--- src/btd_pkg.sv ---
// types and constants of the breadth-first search block
// no dependencies
package btd_pkg;

	localparam logic [1:0] OP_LOAD_ROW  = 2'd0;
	localparam logic [1:0] OP_LOAD_EDGE = 2'd1;
	localparam logic [1:0] OP_RUN       = 2'd2;
	localparam logic [1:0] OP_QUERY     = 2'd3;

	localparam logic [10:0] VCOUNT_RESET = 11'd1024;
	localparam logic signed [10:0] PARENT_NONE = -11'sd1;

	typedef struct packed {
		logic [1:0]  operation;
		logic [9:0]  vertex_id;
		logic [12:0] row_start;
		logic [13:0] row_degree;
		logic [12:0] edge_slot;
		logic [9:0]  edge_target;
	} item_t;

	typedef struct packed {
		logic signed [10:0] parent_of;
		logic [10:0]        reached_total;
		logic [10:0]        level_total;
		logic               source_error;
	} result_t;

	// controller to datapath
	typedef struct packed {
		logic take;
		logic load_row;
		logic load_edge;
		logic clr_start;
		logic clr_step;
		logic run_init;
		logic seed;
		logic level_mark;
		logic pop;
		logic row_rd;
		logic row_take;
		logic edge_rd;
		logic u_take;
		logic claim;
		logic level_inc;
		logic q_sel;
		logic res_run;
		logic res_query;
	} cmd_t;

	// datapath to controller
	typedef struct packed {
		logic clr_last;
		logic src_bad;
		logic head_lt_tail;
		logic head_lt_lend;
		logic edge_more;
		logic u_ok;
		logic parent_free;
	} status_t;

endpackage

--- src/btd_ctrl.sv ---
// controller state machine of the search block
// depends on btd_pkg
module btd_ctrl (
	input  logic            clk,
	input  logic            arst_n,
	input  logic            start,
	input  logic [1:0]      operation,
	input  btd_pkg::status_t st,
	output logic            busy,
	output btd_pkg::cmd_t   cmd
);
	import btd_pkg::*;

	typedef enum logic [3:0] {
		S_CLR_INIT, S_IDLE, S_CLR_RUN, S_SEED, S_LEVEL, S_POP, S_ROW, S_ROWW,
		S_EDGE, S_EDGEW, S_PCHK, S_QRD, S_QOUT
	} state_t;

	state_t state_q, state_d;
	logic   accept;

	assign busy   = (state_q != S_IDLE);
	assign accept = start && !busy;

	// command decode and next state
	always_comb begin
		cmd     = '0;
		state_d = state_q;
		case (state_q)
			S_CLR_INIT: begin
				cmd.clr_step = 1'b1;
				if (st.clr_last) state_d = S_IDLE;
			end
			S_IDLE: begin
				if (accept) begin
					cmd.take = 1'b1;
					case (operation)
						OP_LOAD_ROW:  cmd.load_row = 1'b1;
						OP_LOAD_EDGE: cmd.load_edge = 1'b1;
						OP_RUN: begin
							cmd.clr_start = 1'b1;
							cmd.run_init  = 1'b1;
							state_d       = S_CLR_RUN;
						end
						OP_QUERY: state_d = S_QRD;
						default: state_d = S_IDLE;
					endcase
				end
			end
			S_CLR_RUN: begin
				cmd.clr_step = 1'b1;
				if (st.clr_last) state_d = S_SEED;
			end
			S_SEED: begin
				if (st.src_bad) begin
					cmd.res_run = 1'b1;
					state_d     = S_IDLE;
				end else begin
					cmd.seed = 1'b1;
					state_d  = S_LEVEL;
				end
			end
			S_LEVEL: begin
				if (st.head_lt_tail) begin
					cmd.level_mark = 1'b1;
					state_d        = S_POP;
				end else begin
					cmd.res_run = 1'b1;
					state_d     = S_IDLE;
				end
			end
			S_POP: begin
				if (st.head_lt_lend) begin
					cmd.pop = 1'b1;
					state_d = S_ROW;
				end else begin
					cmd.level_inc = 1'b1;
					state_d       = S_LEVEL;
				end
			end
			S_ROW: begin
				cmd.row_rd = 1'b1;
				state_d    = S_ROWW;
			end
			S_ROWW: begin
				cmd.row_take = 1'b1;
				state_d      = S_EDGE;
			end
			S_EDGE: begin
				if (st.edge_more) begin
					cmd.edge_rd = 1'b1;
					state_d     = S_EDGEW;
				end else begin
					state_d = S_POP;
				end
			end
			S_EDGEW: begin
				cmd.u_take = 1'b1;
				state_d    = st.u_ok ? S_PCHK : S_EDGE;
			end
			S_PCHK: begin
				cmd.claim = st.parent_free;
				state_d   = S_EDGE;
			end
			S_QRD: begin
				cmd.q_sel = 1'b1;
				state_d   = S_QOUT;
			end
			S_QOUT: begin
				cmd.res_query = 1'b1;
				state_d       = S_IDLE;
			end
			default: state_d = S_IDLE;
		endcase
	end

	// state register, parent store swept after reset
	always_ff @(posedge clk or negedge arst_n) begin
		if (!arst_n) begin
			state_q <= S_CLR_INIT;
		end else begin
			state_q <= state_d;
		end
	end
endmodule

--- config.mk ---
export PLATFORM = sky130hd
export DESIGN_NAME = btd_ctrl
export DESIGN_NICKNAME = d
export VERILOG_FILES = /design/src/btd_pkg.sv /design/src/btd_ctrl.sv
export SDC_FILE = /design/constraint.sdc
export NUM_CORES = 1
export LEC_CHECK = 0
export BUFFER_PORTS_ARGS = -buffer_cell sky130_fd_sc_hd__buf_2
export CAP_MARGIN = 20
export CORE_AREA = 2 2 39 41
export CTS_CLUSTER_SIZE = 40
export DETAILED_ROUTE_END_ITERATION = 7
export DIE_AREA = 0 0 41 43
export GPL_ROUTABILITY_DRIVEN = 0
export GPL_TIMING_DRIVEN = 0
export PLACE_DENSITY = 0.73
export SLEW_MARGIN = 30
export SYNTH_ARGS = -nofsm -noshare
export SYNTH_HDL_FRONTEND = slang
export SYNTH_SLANG_ARGS = --single-unit
--- constraint.sdc ---
create_clock -name clk -period 2.8 [get_ports clk]
set_clock_uncertainty 0.05 [all_clocks]
set_input_delay 0.56 -clock clk [delete_from_list [all_inputs] [get_ports clk]]
set_output_delay 0.56 -clock clk [all_outputs]
set_load 0.03 [all_outputs]
# Word level (Yosys, flattened, before mapping)
# Index checks and enable logic that the tools add are counted.
# totals
ff_bits,4
inputBits,12
elab_cells,65
# op_classes
n_eq_ne,20
muxes,37
n_reduce_logical,7
# ops
operator,count
4-bit case mux with 11 select lines,1
1-bit 2-to-1 mux,24
4-bit 2-to-1 mux,6
"4-bit equality test, second input constant",5
"4-bit by 3-bit equality test with 1-bit output, second input constant",4
"4-bit by 2-bit equality test with 1-bit output, second input constant",2
4-bit case mux with 2 select lines,1
3-bit 2-to-1 mux,2
"2-bit inequality test, second input constant",3
"2-bit equality test, second input constant",2
"4-bit by 1-bit equality test with 1-bit output, second input constant",1
4-bit logical NOT,1
2-bit 2-to-1 mux,2
"4-bit by 1-bit inequality test with 1-bit output, second input constant",1
4-bit AND reduction,1
2-bit OR reduction,2
"3-bit by 1-bit inequality test with 1-bit output, second input constant",1
"2-bit by 1-bit equality test with 1-bit output, second input constant",1
2-bit logical NOT,1
1-bit case mux with 2 select lines,1
1-bit logical AND,1
1-bit logical NOT,1

# Depth between registers and ports, before layout
# Gate-level depths: netlist of the first run.
# depth
word_depth,5
mapped_depth,6

# Worst setup path after synthesis of the first run
# OpenSTA, ideal clock, no wires.
# synth_path
path_kind,reg-to-output
start,reg state_q[2]
end,out cmd[14] in the netlist's numbering
t_arrival_ns,1.937
path_slack_ns,0.253
stages_incl_launch_ff,6
path_cell_list,dfrtp_1 buf_2 nor2_1 nand3_2 nor3b_1 buf_4
# synth_lines
item,line_no,rtl
from (decl),btd_ctrl.sv:19,"state_t state_q, state_d;"
from (signal assigned),btd_ctrl.sv:122,state_q <= state_d;
to (decl),btd_ctrl.sv:10,output btd_pkg::cmd_t cmd

==> results.cfg, run 1 <==
[power_and_ir_drop]
pwr-share-seq = 0.138
leakagePower_nw = 0.409
powerDensity_nw_per_um2 = 1030
internal_power_w = 0.000341
p_sw_frac = 0.538
p_switching_w = 0.000397
power_frac_clock = 0.088
ir_drop_uv = 444
pwr-share-comb = 0.774

[final_layout]
final_common_cell = buf_2
regMostFlops = state_q
finalInstanceArea_um2 = 718
layout-drive-gt1-share = 0.398
nNetsFinal = 122
final_cell_mix = buf_2 (32), nor2_1 (10), a21oi_1 (6), and3_1 (5), nor3_1 (5)
syn2layout_area_growth_pct = 36.7
largest_reg_flops = 4
n_antenna_cell = 0
reg.largest.list = state_q x4
layoutNonFillerInstCount = 124

[setup_path]
cp-endpoint = cmd[14]
r2r_slack_ns = 1.49
crit_path_max_fanout = 10
end_kind = output pin
critical_path_arrival_ns = 1.73
cp.required_ns = 2.19
ff2ff_path_depth = 4
start_kind = flop
worstSetupStartpoint = state_q[0]
worstReg2RegEnd = state_q[0]
criticalPathCategory = flop to output pin
r2r_start = state_q[1]

[timing]
final-hold-violation-count = 0
setup_viol = 0
post-route-period-util = 0.835
slew_headroom = 0.760
worstMarginPinSlew_ns = 0.358
fin_crit_ns = 2.34
hold_slack_ns = 0.0838
setup_ws_ns = 0.461
rsz0062_at_grt = false
tns_ns = 0
fmax_mhz = 427
finalMaxSlewViolations = 0

[routing]
routed_wl_mm = 1.35
wl_per_cell_um = 10.9
routed_via_density = 5.14
drc = 0
dr_total_vias = 637
drt-pass1-iter-count = 3
ant_nets = 0
drt_iter0_markers = 7

[grt]
grt_max_degree = 11
grt_use_total = 0.169
antenna_found_initial = 0
grt_pass1_vias = 553
grt_pass1_wl_mm = 2.13
grt_overflow = 0

[clocking]
clock-root-buffer = clkbuf_4
tritoncts = yes
clk_latency_ns = 0.22
post-cts-setup-buffer-count = 0
cts_buffers = 3
cts.reportedPaths.clkPinSlew_ns = 0.03
ctsResizeCount = 0
htreeDepth = 1
cts.path.max_buffers = 2
postCtsHoldBufs = 0
cts_sinks = 4

[floorplan]
die_w_um = 41
die_y_um = 43
initial_utilization = 0.380
rows = 14
coreArea_um2 = 1380
die_area_um2 = 1760
ios = 31

[synth]
ys_ff_latch = 4
synth_nets = 87
ys_seq_area_frac = 0.190
synth_area_leader_cell = dfrtp_1
synth.top_cell.area_share = 0.190
postSynthCellCount = 75
synth_area_um2 = 526
synth_area_leaders = dfrtp_1 (19%), nor2_1 (7.1%), buf_6 (6.4%)
yosysWarnings = 0
synth_cell_types = 28
syn_area_per_cell_um2 = 7.01

[run_status]
status = finished clean

[job]
drv_cap = 0

[placed_design]
dp.cells = 121
portBuffers = 30
dpl_cell_area_um2 = 696
hpwlAfterDp_mm = 1.08
place_ws_ns = 0.698

[min_path]
hold_class = input pin to async pin
cell type report:
type	instances	area [um2]
well taps	16	20.0
plain buffers	7	58.8
inverters	3	11.3
repair buffers	30	150
multi-input cells	61	355
flip-flops and latches	4	100
fillers	143	666
clock buffers	3	22.5
worst max-delay path, cell delays in order, from the launching register on:
cell	delay, ns
dfrtp_1	0.42
buf_6	0.17
and2b_2	0.22
nand3_2	0.12
nor3b_1	0.26
buf_4	0.15
buf_2	0.18
per-layer routing:
layer / wire [um] / GRT usage / up-vias
li1: - / - / 334
met1: 631 / 0.212 / 276
met2: 618 / 0.278 / 25
met3: 85 / 0.0366 / 2
met4: 16 / 0.0400 / 0
met5: 0 / 0 / -
synth_stat cells (all sizes together):
cell type and count:
and2b 1, dfrtp 4, nand4b 1, nor4 2, nor3 5, nand3b 2
nand3 2, nor2 10, a211o 1, nand2 4, o22ai 2, or2b 1
a21o 2, a21oi 6, a221o 1, and3 5, inv 3, nor2b 3
a31oi 2, or3 1, and2 1, nor3b 2, nand2b 3, o21ai 4
buf 7
through the flow:
step	util	power [W]
after floorplan	-	0.000541
after global placement	0.503	0.000667
after detailed placement	0.503	0.000670
after CTS	0.519	0.000739
after global routing	0.519	0.000800
final	0.519	0.000738
power by group through the flow:
| stage | Sequential (W) | Clock [W] | Combinational [W] |
|---|---|---|---|
| floorplan | 0.0000975 | 0 | 0.000444 |
| global route | 0.000105 | 0.0000717 | 0.000624 |
| global placement | 0.000102 | 0 | 0.000565 |
| finish | 0.000102 | 0.0000648 | 0.000571 |
| CTS | 0.000102 | 0.0000667 | 0.000570 |
| detailed placement | 0.000103 | 0 | 0.000568 |
cell families after synthesis:
family | synth area share
simple gates | 0.469
compound gates | 0.207
buf+inv | 0.133
flops | 0.190
how the worst min path moves through the flow:
stage                      start          to  slack [ns]  cells past startpoint
after floorplan           arst_n  state_q[0]        0.21                      0
after global placement    arst_n  state_q[2]        0.31                      1
after detailed placement  arst_n  state_q[0]        0.32                      1
after CTS                 arst_n  state_q[0]        0.08                      1
after global routing      arst_n  state_q[2]        0.08                      1
final                     arst_n  state_q[0]        0.08                      1
Power figures use the tool's default switching activity.
==> inputs of run 2 (changes only) <==
==> constraint.sdc (replaced) <==
create_clock -name clk -period 2.21 [get_ports clk]
set_clock_uncertainty 0.05 [all_clocks]
set_input_delay 0.442 -clock clk [delete_from_list [all_inputs] [get_ports clk]]
set_output_delay 0.442 -clock clk [all_outputs]
set_load 0.03 [all_outputs]
==> results.cfg, run 2 (same netlist as run 1, synthesis figures left out) <==
[run_status]
status = finished clean

[routing]
drc = 0
dr_total_vias = 674
drt-pass1-iter-count = 4
routed_via_density = 5.22
routed_wl_mm = 1.47
drt_iter0_markers = 10
wl_per_cell_um = 11.4
ant_nets = 0

[final_layout]
final_common_cell = buf_2
reg.largest.list = state_q x4
final_cell_mix = buf_2 (31), nor2_1 (9), buf_4 (6), a21oi_1 (6)
regMostFlops = state_q
nNetsFinal = 127
multi_input_area_um2 = 368
largest_reg_flops = 4
n_antenna_cell = 0
area.sequential_um2 = 100
layout-drive-gt1-share = 0.434
syn2layout_area_growth_pct = 47.1
fillers = 134

[job]
drv_cap = 0

[floorplan]
ios = 31
die_y_um = 43
initial_utilization = 0.380
coreArea_um2 = 1380
rows = 14
die_area_um2 = 1760
die_w_um = 41

[timing]
fmax_mhz = 475
fin_crit_ns = 2.11
hold_slack_ns = 0.456
rsz0062_at_grt = false
finalMaxSlewViolations = 0
slew_headroom = 0.754
setup_viol = 0
final-hold-violation-count = 0
post-route-period-util = 0.953
worstMarginPinSlew_ns = 0.368
tns_ns = 0

[power_and_ir_drop]
total_power_w = 0.00101
powerDensity_nw_per_um2 = 1310
ir_drop_uv = 699
leakagePower_nw = 0.435

[min_path]
whs_path_depth = 3
hold_class = input pin to flop

[grt]
grt_pass1_vias = 574
grt_use_total = 0.190
antenna_found_initial = 0
grt_overflow = 0
grt_pass1_wl_mm = 2.28
grt_max_degree = 11

[clocking]
clock-root-buffer = clkbuf_4
cts.path.max_buffers = 2
tritoncts = yes
clk_latency_ns = 0.24
htreeDepth = 1
cts.reportedPaths.clkPinSlew_ns = 0.03
cts_buffers = 3
cts_sinks = 4

[setup_path]
start_kind = flop
criticalPathCategory = flop to output pin
critical_path_arrival_ns = 1.61
crit_path_max_fanout = 6
ff2ff_path_depth = 5
end_kind = output pin
cp.required_ns = 1.72

[placed_design]
portBuffers = 30
hpwlAfterDp_mm = 1.09
-- run 2: final cells by class --
| class | instances | area share |
|---|---|---|
| clock buffers | 3 | 0.0291 |
| repair buffers | 35 | 0.249 |
| multi-input cells | 61 | 0.476 |
| plain buffers | 7 | 0.0761 |
| inverters | 3 | 0.0146 |
| flip-flops and latches | 4 | 0.129 |
| well taps | 16 | 0.0259 |
-- run 2: through the flow --
| stage | utilization | instance area (um2) | cells | setup WS [ns] |
|---|---|---|---|---|
| CTS | 0.530 | 733 | 125 | 0.0222 |
| detailed placement | 0.506 | 701 | 121 | 0.271 |
| global placement | 0.506 | 701 | 121 | 0.301 |
| floorplan | - | 531 | 75 | 0.0917 |
| finish | 0.559 | 773 | 129 | 0.103 |
| global route | 0.559 | 773 | 129 | 0.00478 |
-- run 2: final timing paths --
path / start / endpoint / slack (ns)
worst max register to register: state_q[0] / state_q[3] / 0.81
max in group asynchronous: arst_n / state_q[0] / 1.50
worst max-delay path: state_q[0] / cmd[14] / 0.10
worst min-delay path: st[6] / state_q[1] / 0.46
worst min register to register: state_q[1] / state_q[2] / 0.70
min in group asynchronous: arst_n / state_q[3] / 0.49
-- run 2: worst max-delay path, stage by stage, from the launching register on --
cell and delay [ns]:
dfrtp_1 0.40, buf_6 0.13, and2b_2 0.20, nand3_2 0.12, nor3b_2 0.23, buf_4 0.13, clkbuf_4 0.17
-- run 2: metal layers --
| metal | share of wire | vias up | routed length, um | global-route usage |
|---|---|---|---|---|
| met5 | 0 | - | 0 | 0 |
| met4 | 0.020 | 0 | 29 | 0.0800 |
| met3 | 0.065 | 4 | 95 | 0.0471 |
| met2 | 0.49 | 28 | 716 | 0.291 |
| met1 | 0.43 | 298 | 630 | 0.243 |
| li1 | - | 344 | - | - |
-- run 2: where the power goes --
part           switching (W)  internal, W  total (W)  leakage [nW]
clock              0.0000287    0.0000606  0.0000893        0.0138
sequential         0.0000225     0.000105   0.000128        0.0504
combinational       0.000478     0.000319   0.000797         0.371
total               0.000529     0.000485    0.00101         0.435
-- run 2: what timing repair did --
action                                  4_1_cts  5_1_grt
hold endpoints to repair                      4        0
hold buffers                                  1        0
gates resized for setup                       0        3
setup buffers                                 0        4
endpoints found under the setup margin        0        2
